### config.mk
export PLATFORM = sky130hd
export DESIGN_NAME = poly_voice_allocator_unit
export DESIGN_NICKNAME = d
export VERILOG_FILES = /design/src/sv/pva_pkg.sv /design/src/sv/poly_voice_allocator_unit.sv /design/src/sv/pva_map.sv /design/src/sv/pva_order.sv
export SDC_FILE = /design/constraint.sdc
export NUM_CORES = 1
export LEC_CHECK = 0
export ABC_CLOCK_PERIOD_IN_PS = 10600
export BUFFER_PORTS_ARGS = -buffer_cell sky130_fd_sc_hd__buf_2
export CAP_MARGIN = 30
export CORE_ASPECT_RATIO = 2
export CORE_UTILIZATION = 60
export DETAILED_ROUTE_END_ITERATION = 10
export PLACE_DENSITY = 0.74
export SETUP_SLACK_MARGIN = 0.3
export SKIP_LAST_GASP = 1
export SLEW_MARGIN = 20
export SYNTH_ARGS = -nofsm -noshare
export SYNTH_HDL_FRONTEND = slang
export SYNTH_SLANG_ARGS = --single-unit
export TNS_END_PERCENT = 5
### constraint.sdc
create_clock -name i_clk -period 10.6 [get_ports i_clk]
set_input_delay 0.53 -clock i_clk [delete_from_list [all_inputs] [get_ports i_clk]]
set_output_delay 0.53 -clock i_clk [all_outputs]
set_load 0.1 [all_outputs]
### src/sv/pva_pkg.sv
`timescale 1ns / 1ps
// ============================================================================
// pva_pkg
// Shared types and constants for the polyphonic voice allocator.
// ============================================================================
package pva_pkg;

    localparam int NOTE_COUNT     = 128;
    localparam int NOTE_W         = 7;
    localparam int VOICE_FIELD_W  = 3;
    localparam int VOICES_DEFAULT = 8;

    localparam logic [NOTE_W-1:0] NOTE_LAST = NOTE_W'(NOTE_COUNT - 1);

    typedef enum logic [1:0] {
        REQ_NOTE_START  = 2'd0,
        REQ_NOTE_STOP   = 2'd1,
        REQ_RELEASE_ALL = 2'd2,
        REQ_VOICE_DONE  = 2'd3
    } t_req_type;

    typedef enum logic [1:0] {
        ACT_NONE        = 2'd0,
        ACT_START       = 2'd1,
        ACT_RELEASE     = 2'd2,
        ACT_RELEASE_ALL = 2'd3
    } t_action;

    typedef struct packed {
        t_req_type                req_type;
        logic [NOTE_W-1:0]        note;
        logic [VOICE_FIELD_W-1:0] voice_id;
    } t_request;

    typedef struct packed {
        t_action                  action;
        logic [VOICE_FIELD_W-1:0] voice;
        logic                     was_stolen;
        logic                     unmapped_valid;
        logic [NOTE_W-1:0]        unmapped_note;
        logic                     any_active;
    } t_result;

    // age list operations
    typedef enum logic [1:0] {
        ORD_NONE      = 2'd0,
        ORD_POP       = 2'd1,
        ORD_MOVE_BACK = 2'd2,
        ORD_APPEND    = 2'd3
    } t_order_op;

    // note map port controls
    typedef struct packed {
        logic [NOTE_W-1:0] rd_addr;
        logic              wr_en;
        logic [NOTE_W-1:0] wr_addr;
        logic              clr_en;
        logic [NOTE_W-1:0] clr_addr;
        logic              clr_all;
    } t_map_ctrl;

endpackage

### src/sv/poly_voice_allocator_unit.sv
`timescale 1ns / 1ps
// ============================================================================
// poly_voice_allocator_unit
// Voice allocator with oldest-voice stealing, run by a small sequencer.
// ============================================================================
// Release all and voice finished answer straight from idle; note stop goes
//   through the map lookup; note start adds commit and an age list walk, and
//   a map scan (one note entry per cycle) when a voice is stolen.
// Throughput: one request at a time; busy drops in the result strobe cycle.
//   The 128-entry map scan sets the worst case; the strobe cannot be stalled.
// Reset (synchronous, active low) empties map, active flags and age list.
// ============================================================================
module poly_voice_allocator_unit #(
    parameter int VOICES = pva_pkg::VOICES_DEFAULT
) (
    input  logic              i_clk,
    input  logic              i_rst_n,
    input  logic              start,
    output logic              busy,
    input  pva_pkg::t_request i_request,
    output logic              o_result_strobe,
    output pva_pkg::t_result  o_result
);
    import pva_pkg::*;

    localparam int PW = $clog2(VOICES);       // voice index width
    localparam int CW = $clog2(VOICES + 1);   // list count width

    // one-hot sequencer
    typedef enum logic [4:0] {
        S_IDLE   = 5'b00001,
        S_DECIDE = 5'b00010,   // map lookup result is in
        S_SCAN   = 5'b00100,   // steal: find lowest note held by the victim
        S_COMMIT = 5'b01000,   // write map, mark voice active
        S_FIND   = 5'b10000    // walk age list, move voice to newest end
    } t_state;

    t_state            r_state, n_state;
    t_request          r_req, n_req;
    logic [PW-1:0]     r_vi, n_vi;
    logic              r_stolen, n_stolen;
    logic              r_uvalid, n_uvalid;
    logic [NOTE_W-1:0] r_unote, n_unote;
    logic [NOTE_W-1:0] r_scan_addr, n_scan_addr;
    logic [NOTE_W-1:0] r_cmp_addr, n_cmp_addr;
    logic              r_cmp_vld, n_cmp_vld;
    logic [CW-1:0]     r_pos, n_pos;
    logic [VOICES-1:0] r_active, n_active;
    t_result           r_result, n_result;
    logic              r_strobe, n_strobe;

    // map and age list hookups
    t_map_ctrl     map_ctrl;
    logic [PW-1:0] map_wr_data;
    logic [PW-1:0] map_rd_data;
    logic          map_rd_valid;
    t_order_op     ord_op;
    logic [PW-1:0] ord_head;
    logic [PW-1:0] ord_entry;
    logic [CW-1:0] ord_count;

    // lowest idle voice
    logic          idle_found;
    logic [PW-1:0] idle_vi;

    pva_map #(
        .VW(PW)
    ) u_map (
        .i_clk      (i_clk),
        .i_rst_n    (i_rst_n),
        .i_ctrl     (map_ctrl),
        .i_wr_data  (map_wr_data),
        .o_rd_data  (map_rd_data),
        .o_rd_valid (map_rd_valid)
    );

    pva_order #(
        .VOICES(VOICES)
    ) u_order (
        .i_clk   (i_clk),
        .i_rst_n (i_rst_n),
        .i_op    (ord_op),
        .i_pos   (r_pos[PW-1:0]),
        .i_voice (r_vi),
        .o_head  (ord_head),
        .o_entry (ord_entry),
        .o_count (ord_count)
    );

    always_comb begin
        idle_found = 1'b0;
        idle_vi    = '0;
        for (int i = VOICES - 1; i >= 0; i--) begin
            if (!r_active[i]) begin
                idle_found = 1'b1;
                idle_vi    = PW'(i);
            end
        end
    end

    always_comb begin
        n_state     = r_state;
        n_req       = r_req;
        n_vi        = r_vi;
        n_stolen    = r_stolen;
        n_uvalid    = r_uvalid;
        n_unote     = r_unote;
        n_scan_addr = r_scan_addr;
        n_cmp_addr  = r_cmp_addr;
        n_cmp_vld   = 1'b0;
        n_pos       = r_pos;
        n_active    = r_active;
        n_result    = r_result;
        n_strobe    = 1'b0;
        map_ctrl         = '0;
        map_ctrl.rd_addr = r_req.note;
        map_wr_data      = r_vi;
        ord_op           = ORD_NONE;

        case (r_state)
            S_IDLE: begin
                // lookup goes out on the accept edge
                map_ctrl.rd_addr = i_request.note;
                if (start) begin
                    n_req = i_request;
                    case (i_request.req_type)
                        REQ_NOTE_START, REQ_NOTE_STOP: begin
                            n_state = S_DECIDE;
                        end
                        REQ_RELEASE_ALL: begin
                            map_ctrl.clr_all    = 1'b1;
                            n_result            = '0;
                            n_result.action     = ACT_RELEASE_ALL;
                            n_result.any_active = |r_active;
                            n_strobe            = 1'b1;
                        end
                        default: begin
                            // voice finished; out-of-range ids match nothing
                            for (int i = 0; i < VOICES; i++) begin
                                if (int'(i_request.voice_id) == i) begin
                                    n_active[i] = 1'b0;
                                end
                            end
                            n_result            = '0;
                            n_result.action     = ACT_NONE;
                            n_result.any_active = |n_active;
                            n_strobe            = 1'b1;
                        end
                    endcase
                end
            end

            S_DECIDE: begin
                case (r_req.req_type)
                    REQ_NOTE_STOP: begin
                        n_result = '0;
                        if (map_rd_valid) begin
                            map_ctrl.clr_en   = 1'b1;
                            map_ctrl.clr_addr = r_req.note;
                            n_result.action   = ACT_RELEASE;
                            n_result.voice    = VOICE_FIELD_W'(map_rd_data);
                        end else begin
                            n_result.action   = ACT_NONE;
                        end
                        n_result.any_active = |r_active;
                        n_strobe            = 1'b1;
                        n_state             = S_IDLE;
                    end
                    default: begin
                        // note start
                        n_stolen = 1'b0;
                        n_uvalid = 1'b0;
                        n_unote  = '0;
                        n_pos    = '0;
                        if (map_rd_valid) begin
                            n_vi    = map_rd_data;      // held note: same voice
                            n_state = S_COMMIT;
                        end else if (idle_found) begin
                            n_vi    = idle_vi;
                            n_state = S_COMMIT;
                        end else if (ord_count != '0) begin
                            n_vi        = ord_head;     // steal the oldest
                            ord_op      = ORD_POP;
                            n_stolen    = 1'b1;
                            n_scan_addr = '0;
                            n_state     = S_SCAN;
                        end else begin
                            n_vi    = '0;
                            n_state = S_COMMIT;
                        end
                    end
                endcase
            end

            S_SCAN: begin
                // read one entry per cycle, compare the one read last cycle
                map_ctrl.rd_addr = r_scan_addr;
                n_scan_addr      = r_scan_addr + NOTE_W'(1);
                n_cmp_addr       = r_scan_addr;
                n_cmp_vld        = 1'b1;
                if (r_cmp_vld) begin
                    if (map_rd_valid && map_rd_data == r_vi) begin
                        map_ctrl.clr_en   = 1'b1;
                        map_ctrl.clr_addr = r_cmp_addr;
                        n_uvalid          = 1'b1;
                        n_unote           = r_cmp_addr;
                        n_state           = S_COMMIT;
                    end else if (r_cmp_addr == NOTE_LAST) begin
                        n_state = S_COMMIT;
                    end
                end
            end

            S_COMMIT: begin
                map_ctrl.wr_en   = 1'b1;
                map_ctrl.wr_addr = r_req.note;
                map_wr_data      = r_vi;
                n_active[r_vi]   = 1'b1;
                n_pos            = '0;
                n_state          = S_FIND;
            end

            S_FIND: begin
                if (r_pos == ord_count || ord_entry == r_vi) begin
                    if (r_pos == ord_count) begin
                        if (ord_count < CW'(VOICES)) begin
                            ord_op = ORD_APPEND;
                        end
                    end else begin
                        ord_op = ORD_MOVE_BACK;
                    end
                    n_result.action         = ACT_START;
                    n_result.voice          = VOICE_FIELD_W'(r_vi);
                    n_result.was_stolen     = r_stolen;
                    n_result.unmapped_valid = r_uvalid;
                    n_result.unmapped_note  = r_unote;
                    n_result.any_active     = |r_active;
                    n_strobe                = 1'b1;
                    n_state                 = S_IDLE;
                end else begin
                    n_pos = r_pos + CW'(1);
                end
            end

            default: begin
                n_state = S_IDLE;
            end
        endcase
    end

    // control state
    always_ff @(posedge i_clk) begin
        if (!i_rst_n) begin
            r_state   <= S_IDLE;
            r_active  <= '0;
            r_strobe  <= 1'b0;
            r_cmp_vld <= 1'b0;
        end else begin
            r_state   <= n_state;
            r_active  <= n_active;
            r_strobe  <= n_strobe;
            r_cmp_vld <= n_cmp_vld;
        end
    end

    // payload
    always_ff @(posedge i_clk) begin
        r_req       <= n_req;
        r_vi        <= n_vi;
        r_stolen    <= n_stolen;
        r_uvalid    <= n_uvalid;
        r_unote     <= n_unote;
        r_scan_addr <= n_scan_addr;
        r_cmp_addr  <= n_cmp_addr;
        r_pos       <= n_pos;
        r_result    <= n_result;
    end

    assign busy            = (r_state != S_IDLE);
    assign o_result_strobe = r_strobe;
    assign o_result        = r_result;

endmodule

### src/sv/pva_map.sv
`timescale 1ns / 1ps
// ============================================================================
// pva_map
// Note-to-voice map: RAM for voice numbers, per-note valid flops.
// ============================================================================
module pva_map #(
    parameter int VW = 3
) (
    input  logic                 i_clk,
    input  logic                 i_rst_n,
    input  pva_pkg::t_map_ctrl   i_ctrl,
    input  logic [VW-1:0]        i_wr_data,
    output logic [VW-1:0]        o_rd_data,
    output logic                 o_rd_valid
);
    import pva_pkg::*;

    logic [VW-1:0]         r_mem [NOTE_COUNT];
    logic [NOTE_COUNT-1:0] r_valid;
    logic [VW-1:0]         r_rd_data;
    logic                  r_rd_valid;

    // registered read, single write port
    always_ff @(posedge i_clk) begin
        r_rd_data <= r_mem[i_ctrl.rd_addr];
        if (i_ctrl.wr_en) begin
            r_mem[i_ctrl.wr_addr] <= i_wr_data;
        end
    end

    always_ff @(posedge i_clk) begin
        if (!i_rst_n) begin
            r_valid    <= '0;
            r_rd_valid <= 1'b0;
        end else begin
            r_rd_valid <= r_valid[i_ctrl.rd_addr];
            if (i_ctrl.clr_all) begin
                r_valid <= '0;
            end else begin
                if (i_ctrl.wr_en) begin
                    r_valid[i_ctrl.wr_addr] <= 1'b1;
                end
                if (i_ctrl.clr_en) begin
                    r_valid[i_ctrl.clr_addr] <= 1'b0;
                end
            end
        end
    end

    assign o_rd_data  = r_rd_data;
    assign o_rd_valid = r_rd_valid;

endmodule

### src/sv/pva_order.sv
`timescale 1ns / 1ps
// ============================================================================
// pva_order
// Age list of voices, oldest at position zero.
// ============================================================================
module pva_order #(
    parameter  int VOICES = pva_pkg::VOICES_DEFAULT,
    localparam int PW     = $clog2(VOICES),
    localparam int CW     = $clog2(VOICES + 1)
) (
    input  logic                i_clk,
    input  logic                i_rst_n,
    input  pva_pkg::t_order_op  i_op,
    input  logic [PW-1:0]       i_pos,
    input  logic [PW-1:0]       i_voice,
    output logic [PW-1:0]       o_head,
    output logic [PW-1:0]       o_entry,
    output logic [CW-1:0]       o_count
);
    import pva_pkg::*;

    logic [PW-1:0] r_list [VOICES];
    logic [PW-1:0] n_list [VOICES];
    logic [CW-1:0] r_count;
    logic [CW-1:0] n_count;

    always_comb begin
        n_list  = r_list;
        n_count = r_count;
        case (i_op)
            ORD_POP: begin
                for (int i = 0; i < VOICES; i++) begin
                    n_list[i] = r_list[(i + 1) % VOICES];
                end
                n_count = r_count - CW'(1);
            end
            ORD_MOVE_BACK: begin
                // close the gap at i_pos, voice goes to the newest slot
                for (int i = 0; i < VOICES; i++) begin
                    if (CW'(i) >= CW'(i_pos) && CW'(i + 1) < r_count) begin
                        n_list[i] = r_list[(i + 1) % VOICES];
                    end else if (CW'(i + 1) == r_count) begin
                        n_list[i] = i_voice;
                    end
                end
            end
            ORD_APPEND: begin
                for (int i = 0; i < VOICES; i++) begin
                    if (CW'(i) == r_count) begin
                        n_list[i] = i_voice;
                    end
                end
                n_count = r_count + CW'(1);
            end
            default: begin
            end
        endcase
    end

    always_ff @(posedge i_clk) begin
        r_list <= n_list;
    end

    always_ff @(posedge i_clk) begin
        if (!i_rst_n) begin
            r_count <= '0;
        end else begin
            r_count <= n_count;
        end
    end

    assign o_head  = r_list[0];
    assign o_entry = r_list[i_pos];
    assign o_count = r_count;

endmodule

# Yosys cells after proc, flatten, opt, wreduce, memory -nomap -nowiden

Memories as Yosys holds them, arrays and structs flattened. A register that Yosys moved wholly into a read port is not among the register bits.
Index checks and enable logic that the tools add are counted.

Flip-flop bits (word level): 226
Memory bits (writable): 384
Input port bits: 15
Logic and storage cells: 320
Memories: 1

Add/subtract/negate cells: 4
Magnitude comparators: 24
Eq/ne operators: 61
Muxes and demuxes: 149
Bitwise operators: 7
Reductions and logical operators: 44

Memories:

| memory      | depth | bits a word | read ports | clocked after memory_dff | write ports | line          | source |
|---|---|---|---|---|---|---|---|
| u_map.r_mem | 128   | 3           | 1          | 1                        | 1           | pva_map.sv:18 | `logic [VW-1:0] r_mem [NOTE_COUNT];` |

Operators by type and width:

| kind                                                                         | count |
|---|---|
| 128-bit 2-to-1 mux                                                           | 4 |
| 128-bit AND                                                                  | 1 |
| 128-bit NOT                                                                  | 1 |
| 128-bit OR                                                                   | 1 |
| 3-bit 2-to-1 mux                                                             | 31 |
| 24-bit case mux with 3 select lines                                          | 1 |
| 1-bit 2-to-1 mux                                                             | 62 |
| 8-bit 2-to-1 mux                                                             | 7 |
| 7-bit 2-to-1 mux                                                             | 7 |
| 15-bit 2-to-1 mux                                                            | 3 |
| 15-bit case mux with 3 select lines                                          | 1 |
| 7-bit case mux with 2 select lines                                           | 3 |
| 8-bit case mux with 2 select lines                                           | 2 |
| 5-bit 2-to-1 mux                                                             | 6 |
| 15-bit case mux with 2 select lines                                          | 1 |
| 3-bit AND reduction                                                          | 10 |
| 5-bit case mux with 5 select lines                                           | 1 |
| 7-bit by 8-bit less-than comparator with 1-bit output, second input constant | 3 |
| 4-bit 2-to-1 mux                                                             | 6 |
| 3-bit by 1-bit inequality test with 1-bit output, second input constant      | 8 |
| 2-bit inequality test, second input constant                                 | 11 |
| 2-bit by 1-bit inequality test with 1-bit output, second input constant      | 10 |
| 3-bit by 4-bit equality test with 1-bit output, first input constant         | 4 |
| 3-bit by 4-bit less-than comparator with 1-bit output, first input constant  | 4 |
| other kinds (59)                                                             | 101 |

# Depth between registers and ports, before layout

Gate-level depths: netlist of the first run.

Depth in word-level cells: 15
Depth in mapped cells: 14
Gate-level depth less buffers: 10

# Modules after synthesis

From an unflattened synthesis of the first run, not the netlist that was laid out.

Cells, all modules: 1758
Area total of the unflattened synthesis: 26186.4 um^2

Modules (own cells, without submodules):

| module                    | instances | cells an instance | area each (um^2) | sequential area each (um^2) |
|---|---|---|---|---|
| pva_map                   | 1         | 1304              | 20957.6          | 14173.6 |
| poly_voice_allocator_unit | 1         | 296               | 3358.2           | 1921.8 |
| pva_order                 | 1         | 158               | 1870.5           | 800.8 |

# Worst setup path before layout of the first run

Ideal clock, no wire load.

Kind: register to register
Start point: register r_vi[2] (netlist: map_wr_data[2])
End point: register u_map.r_valid[103]
Library setup time: 0.119 ns
Arrival time: 4.124 ns
Data required time: 10.481 ns
Setup slack: 6.358 ns
Cell stages (with the launch flop): 14
Period minus slack after synthesis: 4.242 ns
Path through: edfxtp_1 > buf_2 > xor2_1 > nor4_1 > and2_1 > clkbuf_1 > nand2_1 > nand2b_1 > a32o_1 > a32oi_1 > or2_2 > clkbuf_1 > buf_2 > o221a_2

Cells in the longest elaborated chain, start to end: 12

RTL lines:

| item                                                                                                                                                        | line                             | source |
|---|---|---|
| start, declared                                                                                                                                             | poly_voice_allocator_unit.sv:40  | `logic [PW-1:0] r_vi, n_vi;` |
| start signal, assigned                                                                                                                                      | poly_voice_allocator_unit.sv:269 | `r_vi <= n_vi;` |
| 3-bit equality test *                                                                                                                                       | poly_voice_allocator_unit.sv:202 | `if (map_rd_valid && map_rd_data == r_vi) begin` |
| 1-bit logical AND *                                                                                                                                         | poly_voice_allocator_unit.sv:202 |  |
| 8-bit 2-to-1 mux *                                                                                                                                          | poly_voice_allocator_unit.sv:202 |  |
| 8-bit 2-to-1 mux *                                                                                                                                          | poly_voice_allocator_unit.sv:201 | `if (r_cmp_vld) begin` |
| 8-bit case mux with 2 select lines *                                                                                                                        | poly_voice_allocator_unit.sv:120 | `case (r_state)` |
| 7-bit by 8-bit less-than comparator with 1-bit output (not written as such) or 7-bit by 1-bit greater-or-equal comparator with 1-bit output (tied branches) | pva_map.sv:44                    | `r_valid[i_ctrl.clr_addr] <= 1'b0;` |
| 1-bit logical AND (not written as such)                                                                                                                     | pva_map.sv:44                    |  |
| 1-bit 2-to-1 mux (not written as such)                                                                                                                      | pva_map.sv:44                    |  |
| 1-bit demux with 7-bit select                                                                                                                               | n/a                              |  |
| 128-bit NOT (no line)                                                                                                                                       | n/a                              |  |
| 128-bit AND (no line)                                                                                                                                       | n/a                              |  |
| 128-bit 2-to-1 mux *                                                                                                                                        | pva_map.sv:43                    | `if (i_ctrl.clr_en) begin` |
| end signal, assigned                                                                                                                                        | pva_map.sv:38                    | `r_valid <= '0;` |
| end signal, assigned by index                                                                                                                               | pva_map.sv:41                    | `r_valid[i_ctrl.wr_addr] <= 1'b1;` |
| end signal, assigned by index                                                                                                                               | pva_map.sv:44                    |  |
| end, declared                                                                                                                                               | pva_map.sv:19                    | `logic [NOTE_COUNT-1:0] r_valid;` |

Every way passes the cells marked *; elsewhere a longest branch is shown, timed or not.
A chain may end at the register's enable or synchronous reset.

# Worst setup path after layout of the first run

Start point: register r_state[2]
End point: register u_map.r_rd_data[1] (netlist: u_map.o_rd_data[1]) (read register of u_map.r_mem)

Cells in the longest elaborated chain, start to end: 2

RTL lines:

| item                                                                                                             | line                             | source |
|---|---|---|
| start, declared                                                                                                  | poly_voice_allocator_unit.sv:38  | `t_state r_state, n_state;` |
| start signal, assigned                                                                                           | poly_voice_allocator_unit.sv:259 | `r_state <= n_state;` |
| 5-bit by 3-bit equality test with 1-bit output or 5-bit by 1-bit equality test with 1-bit output (tied branches) | poly_voice_allocator_unit.sv:120 |  |
| 7-bit case mux with 2 select lines *                                                                             | poly_voice_allocator_unit.sv:120 |  |
| end, declared                                                                                                    | pva_map.sv:20                    | `logic [VW-1:0] r_rd_data;` |

Marks and branches as above.

==> flow_summary.json, run 1 <==
{
  "synth_area_mm2": 0.0267,
  "period_needed_ns": 5.23,
  "total_switching_power_mw": 2.03,
  "ioPinCount": 32,
  "synth_warnings": 0,
  "post_cts.repair.setup_buffers": 0,
  "ys.flop_type": "edfxtp_1",
  "synth_top_cell_by_area": "edfxtp_1",
  "grt_pass1_wl_mm": 120,
  "start_util_pct": 60.7,
  "antenna_found_initial": 0,
  "grt_max_degree": 129,
  "dp_cells": 2652,
  "power_leakage_nw": 9.71,
  "slew_headroom_pct": 27.9,
  "synth_top_area_share_pct": 51.9,
  "dieArea_mm2": 0.0454,
  "required_ns": 11.08,
  "met2_usage_pct": 62.1,
  "clk_pin_slew_ns": 0.08,
  "first_iter_violations": 2210,
  "final_area_mm2": 0.0289,
  "dr.pass1.iters": 6,
  "synth_cell_types": 68,
  "top_usage_layer": "met2",
  "synthArstFlopShare_pct": 0,
  "die_x_um": 151,
  "place_area_mm2": 0.0273,
  "numCtsBuffers": 48,
  "clkPwrFrac_pct": 30.7,
  "max_slew.worst_pin.slew_ns": 1.07,
  "post-route-period-util_pct": 49.4,
  "wl_mm": 82.1,
  "grt_use_met3_pct": 5.98,
  "gp_congestion": 0.922,
  "fin_setup_tns_ns": 0,
  "final-instance-count-excl-fill": 2746,
  "die_y_um": 300,
  "power.internal_mw": 3.99,
  "rsz0062_at_grt": "false",
  "grt_use_met1_pct": 40.1,
  "rows": 109,
  "num-fill-cells": 3263,
  "finalNetCount": 2174,
  "synth-edff-count": 462,
  "synth-seq-area-share_pct": 63.2,
  "area_growth_pct": 8.27,
  "port_buffers": 31,
  "wl_per_cell_um": 29.9,
  "drive_above_1_share_pct": 15.6,
  "vias": 19600,
  "criticalPathCategory": "reg -> reg",
  "seq_power_share_pct": 44.1,
  "drc": 0,
  "arrival_ns": 5.71,
  "hpwl_mm": 52.2,
  "cts_root_buf": "clkbuf_16",
  "swShare_pct": 33.7,
  "synth_top_cells_by_area": "edfxtp_1, dfxtp_1, o221a_2",
  "ant_nets": 0,
  "core-area_mm2": 0.0441,
  "worstSetupStartpointType": "register",
  "ir_drop_mv": 0.164,
  "pwr-share-comb_pct": 25.2,
  "finalHoldViolations": 0,
  "grt.total_usage_pct": 36.8,
  "cts_max_level": 2,
  "insertedDiodeCount": 0,
  "ctsLongestPathBuffers": 3,
  "cts_resized": 0,
  "clock.fmax_mhz": 191,
  "hold_buffers": 0,
  "syn_nets": 2209,
  "skew_ns": 0.0225,
  "min_path_type": "in -> reg",
  "grt_pass1_vias": 19600,
  "routed_via_density": 7.14,
  "cts_tree": "yes",
  "critPathMaxFanout": 54,
  "clock_latency_ns": 0.61,
  "setup_viol": 0,
  "maxCapViolCount": 0,
  "outcome": "complete, no violations",
  "final_max_slew_viol_count": 0,
  "gr-total-overflow": 0,
  "yosys_register_bits": 613,
  "power_density_mw_per_mm2": 208,
  "avgSynthCellArea_um2": 12.2,
  "syn_inst": 2186,
  "end_kind": "register",
  "cts_sinks": 613
}
[worst max-delay path, stage by stage, from the launching register on]
cell and delay, ns:
dfxtp_1 0.74, nor2b_1 0.59, nand2_1 0.38, inv_2 0.34, a221oi_4 0.11, buf_4 0.25
buf_4 0.35, nor2_2 0.60, buf_4 0.41, a32oi_1 0.14, a22oi_1 0.27, mux2i_1 0.16
clkbuf_4 0.23, a222oi_1 0.38, nand2_1 0.09
[cell usage after synthesis (all sizes together) (3+ instances only)]
cell       n
a21oi     50
o31ai      7
a211oi    37
a22oi      7
and2      14
buf       65
nand3     52
nand2    336
or2        4
o22ai      7
mux2      24
nor4      12
and3b      4
a221o      3
o32ai      3
nor2b     12
inv       17
and3      67
xnor2     13
o211ai    24
a22o       3
mux4       3
nor3      16
ha         8
o221a    131
a32oi     67
a221oi    12
o21a       5
o2111ai    4
a2111oi   18
nor2     189
edfxtp   462
xor2       8
a32o       5
a31oi     41
clkbuf    96
o221ai     3
mux2i    104
dfxtp    151
nand2b     9
nand4     17
o21ai     55
[power groups by stage]
| stage | clock, mW | combinational (mW) | sequential [mW] |
|---|---|---|---|
| detailed placement | 0 | 1.47 | 2.70 |
| floorplan | 0 | 0.926 | 2.74 |
| finish | 1.84 | 1.52 | 2.65 |
| global placement | 0 | 1.44 | 2.70 |
| CTS | 1.84 | 1.47 | 2.65 |
| global route | 1.92 | 1.57 | 2.65 |
[final timing paths]
path | slack, ns | cells after the start | to | startpoint
setup / recovery | 5.37 | 14 | u_map.o_rd_data[1]$_DFF_P_ | r_state[2]$_SDFFE_PN0P_
hold / removal | 0.13 | 1 | r_req[4]$_DFFE_PP_ | i_request[4]
setup reg to reg | 5.37 | 14 | u_map.o_rd_data[1]$_DFF_P_ | r_state[2]$_SDFFE_PN0P_
hold reg to reg | 0.54 | 1 | u_map.r_valid[99]$_SDFF_PP0_ | u_map.r_valid[99]$_SDFF_PP0_
[cells by family (layout without fill, tap and decap cells)]
| kind of cell | after synthesis | after routing | synth area share [%] |
|---|---|---|---|
| buffers and inverters | 178 | 183 | 2.97 |
| adder cells (fa/ha/maj) | 8 | 8 | 0.375 |
| AND/OR/NAND/NOR | 738 | 738 | 12.1 |
| AO/OA/AOI/OAI | 497 | 497 | 15.4 |
| flip-flops | 613 | 613 | 63.2 |
| XOR/XNOR | 21 | 21 | 0.688 |
| multiplexers | 131 | 131 | 5.16 |
[sequential cells by signal, summed over array words and instances (netlist names), 8 cells and up]
register	count
u_map.r_mem	384
u_map.r_valid	128
u_order.r_list	21
o_result	15
r_req	9
r_active	8
[metal layers]
layer / up-vias / share of wire, %
li1: 8369 / -
met1: 9644 / 32
met2: 1192 / 50
met3: 393 / 8.1
met4: 0 / 9.6
met5: - / 0
[placed cells by master, fill, tap and decap left out, types with 15 or more instances in the layout]
| cell type | n |
|---|---|
| a31oi_1 | 40 |
| a211oi_1 | 34 |
| inv_1 | 16 |
| a21oi_1 | 50 |
| mux2_2 | 24 |
| buf_4 | 36 |
| o211ai_1 | 24 |
| and3_1 | 67 |
| o21ai_0 | 48 |
| a32oi_1 | 67 |
| nand3_1 | 51 |
| nor2_1 | 184 |
| clkbuf_16 | 49 |
| nand2_1 | 334 |
| nand4_1 | 17 |
| o221a_2 | 131 |
| dfxtp_1 | 151 |
| nor3_1 | 15 |
| mux2i_1 | 104 |
| buf_2 | 31 |
| edfxtp_1 | 462 |
| a2111oi_0 | 16 |
[area by class of cell]
cell class	instances	area [µm²]	share of cell area [%]
Clock buffer	58	1310	4.53
Timing Repair Buffer	76	563	1.95
Sequential cell	613	16900	58.4
Multi-Input combinational cell	1395	9130	31.6
Inverter	17	63.8	0.221
Tap cell	555	694	2.40
Clock inverter	32	268	0.926
[through the flow]
step                utilization [%]  power, mW  hold slack (ns)  worst slack, ns
global route                   65.7       6.14            0.134             5.14
CTS                            65.6       5.96            0.128             5.53
finish                         65.7       6.01            0.134             5.37
detailed placement             62.0       4.17            0.512             5.50
floorplan                         -       3.66            0.472             6.36
global placement               61.8       4.15            0.513             5.55
Note: power is estimated with default switching activity, not from simulation.
==> run 2: changes to the inputs <==
--- a/config.mk
+++ b/config.mk
@@ -5,7 +5,7 @@
 export SDC_FILE = /design/constraint.sdc
 export NUM_CORES = 1
 export LEC_CHECK = 0
-export ABC_CLOCK_PERIOD_IN_PS = 10600
+export ABC_CLOCK_PERIOD_IN_PS = 5500
 export BUFFER_PORTS_ARGS = -buffer_cell sky130_fd_sc_hd__buf_2
 export CAP_MARGIN = 30
 export CORE_ASPECT_RATIO = 2
==> constraint.sdc (replaced) <==
create_clock -name i_clk -period 5.5 [get_ports i_clk]
set_input_delay 0.275 -clock i_clk [delete_from_list [all_inputs] [get_ports i_clk]]
set_output_delay 0.275 -clock i_clk [all_outputs]
set_load 0.1 [all_outputs]
==> flow_summary.json, run 2 (same netlist as run 1, synthesis figures left out) <==
{
  "area_growth_pct": 9.89,
  "core-area_mm2": 0.0441,
  "wl_per_cell_um": 30.3,
  "ant_nets": 0,
  "ir_drop_mv": 0.517,
  "dieArea_mm2": 0.0454,
  "min_path_type": "in -> reg",
  "grt_pass1_vias": 19800,
  "power_leakage_nw": 9.89,
  "wl_met3_mm": 7.73,
  "antenna_found_initial": 0,
  "drc": 0,
  "vias": 19800,
  "post_cts.repair.setup_buffers": 0,
  "reg2reg_depth": 12,
  "swShare_pct": 32.8,
  "arrival_ns": 4.91,
  "rows": 109,
  "numCtsBuffers": 50,
  "grt_max_degree": 129,
  "total_switching_power_mw": 3.93,
  "clk_pin_slew_ns": 0.07,
  "power.total_mw": 12.0,
  "layout_commonest_cell": "edfxtp_1",
  "grt.total_usage_pct": 37.6,
  "cts_sinks": 613,
  "clkPwrFrac_pct": 32.9,
  "criticalPathCategory": "reg -> reg",
  "die_y_um": 300,
  "skew_ns": 0.0181,
  "cp_num_buf_inv": 3,
  "cts_root_buf": "clkbuf_16",
  "die_x_um": 151,
  "slowest_stage": "buf_4",
  "highest_layer": "met4",
  "hold_depth": 3,
  "m1WireLength_mm": 26.6,
  "dr_wl_met2_mm": 41.6,
  "num-fill-cells": 3190,
  "largest_registers": "u_map.r_mem (384), u_map.r_valid (128), u_order.r_list (21)",
  "grt_pass1_wl_mm": 123,
  "wl_mm": 83.8,
  "max_slew.worst_pin.slew_ns": 1.20,
  "crit_cells": 12,
  "largest-register": "u_map.r_mem",
  "routed_via_density": 7.17,
  "crit_family": "simple AND/OR/NAND/NOR gates",
  "regArea_mm2": 0.0169,
  "finalNetCount": 2192,
  "ioPinCount": 32,
  "gr-total-overflow": 0,
  "largest_register_ffs": 384,
  "period_needed_ns": 4.45,
  "dr.pass1.iters": 6,
  "seq_power_share_pct": 42.5,
  "cts_max_level": 2,
  "required_ns": 5.96,
  "final_max_slew_viol_count": 0,
  "cp_cell_sequence": "nor2b_1 > nand2_1 > inv_2 > a221oi_2 > buf_4 > nor2_4 > buf_4 > a32oi_1 > o211ai_1 > a21oi_1 > nor4_1 > nand2_1",
  "reg2reg_slack_ns": 1.05,
  "port_buffers": 31,
  "slowest_delay_ns": 0.55,
  "power_density_mw_per_mm2": 408,
  "maxCapViolCount": 0,
  "clock.fmax_mhz": 225,
  "first_iter_violations": 2486,
  "cts_tree": "yes",
  "insertedDiodeCount": 0,
  "hpwl_mm": 53.2,
  "multi_input_area_mm2": 0.00913,
  "fin_setup_tns_ns": 0,
  "critPathMaxFanout": 37,
  "worst_hold_path.endpoint": "r_active[0]$_SDFFE_PN0P_",
  "final_cell_mix": "edfxtp_1, nand2_1, nor2_1",
  "drive_above_1_share_pct": 16.1,
  "worstReg2RegStart": "r_state[2]$_SDFFE_PN0P_",
  "hp-start": "i_request[2]",
  "setup_viol": 0,
  "finalHoldViolations": 0,
  "gp_congestion": 0.933,
  "clock_latency_ns": 0.60,
  "timing.rr.end": "u_map.o_rd_data[2]$_DFF_P_",
  "power.internal_mw": 8.05,
  "slew_headroom_pct": 19.8,
  "start_util_pct": 60.7,
  "ctsLongestPathBuffers": 3,
  "post-route-period-util_pct": 81.0,
  "pwr-share-comb_pct": 24.5,
  "worstSetupStartpointType": "register",
  "end_kind": "register",
  "rsz0062_at_grt": "false",
  "outcome": "complete, no violations"
}
[run 2: through the flow]
step / hold slack [ns] / setup slack (ns) / cell area [µm²] / instances / util, %
CTS: 0.0466 / 1.17 / 29300 / 2764 / 66.5
finish: 0.0550 / 1.05 / 29400 / 2766 / 66.6
global route: 0.0789 / 0.809 / 29400 / 2766 / 66.6
detailed placement: 0.474 / 1.16 / 27400 / 2660 / 62.1
floorplan: 0.337 / 1.26 / 26700 / 2186 / -
global placement: 0.478 / 1.31 / 27300 / 2658 / 62.1
[run 2: power by group through the flow]
stage          clock (mW)  combinational [mW]  sequential [mW]
2_1_floorplan           0                1.78             5.27
3_3_place_gp            0                2.76             5.19
3_5_place_dp            0                2.81             5.19
4_1_cts              3.94                2.82             5.09
5_1_grt              4.09                3.03             5.10
6_report             3.94                2.94             5.09
[run 2: cell type report]
class / count / area share [%]
clock buffers: 59 / 4.95
clock inverters: 35 / 1.32
inverters: 17 / 0.217
flip-flops and latches: 613 / 57.5
multi-input cells: 1395 / 31.1
repair buffers: 92 / 2.51
well taps: 555 / 2.37
[run 2: repair_timing]
| action | 4_1_cts | 5_1_grt |
|---|---|---|
| setup endpoints to repair | 0 | 0 |
| hold buffers | 10 | 0 |
| hold endpoints to repair | 10 | 0 |
| gates resized for setup | 0 | 0 |
[run 2: worst register-to-register path, delay by kind of cell, from the launching register on]
| family | cells | cell delay (ns) |
|---|---|---|
| AO/OA/AOI/OAI | 4 | 0.70 |
| buffers and inverters | 3 | 1.16 |
| flip-flops | 1 | 0.49 |
| AND/OR/NAND/NOR | 5 | 1.98 |
[run 2: how the worst max path moves through the flow]
stage	startpoint	to	slack [ns]
4_1_cts	r_state[2]$_SDFFE_PN0P_	u_map.o_rd_valid$_SDFF_PN0_	1.17
3_3_place_gp	r_state[2]$_SDFFE_PN0P_	u_map.o_rd_valid$_SDFF_PN0_	1.31
3_5_place_dp	r_state[2]$_SDFFE_PN0P_	u_map.o_rd_valid$_SDFF_PN0_	1.16
2_1_floorplan	map_wr_data[2]$_DFFE_PP_	u_map.r_valid[103]$_SDFF_PP0_	1.26
5_1_grt	r_state[2]$_SDFFE_PN0P_	u_map.o_rd_data[2]$_DFF_P_	0.81
6_report	r_state[2]$_SDFFE_PN0P_	u_map.o_rd_data[2]$_DFF_P_	1.05
[run 2: per-layer routing]
layer / vias up / GRT usage, %
li1: 8419 / -
met1: 9631 / 41.6
met2: 1358 / 62.8
met3: 417 / 6.65
met4: 0 / 29.9
met5: - / 0
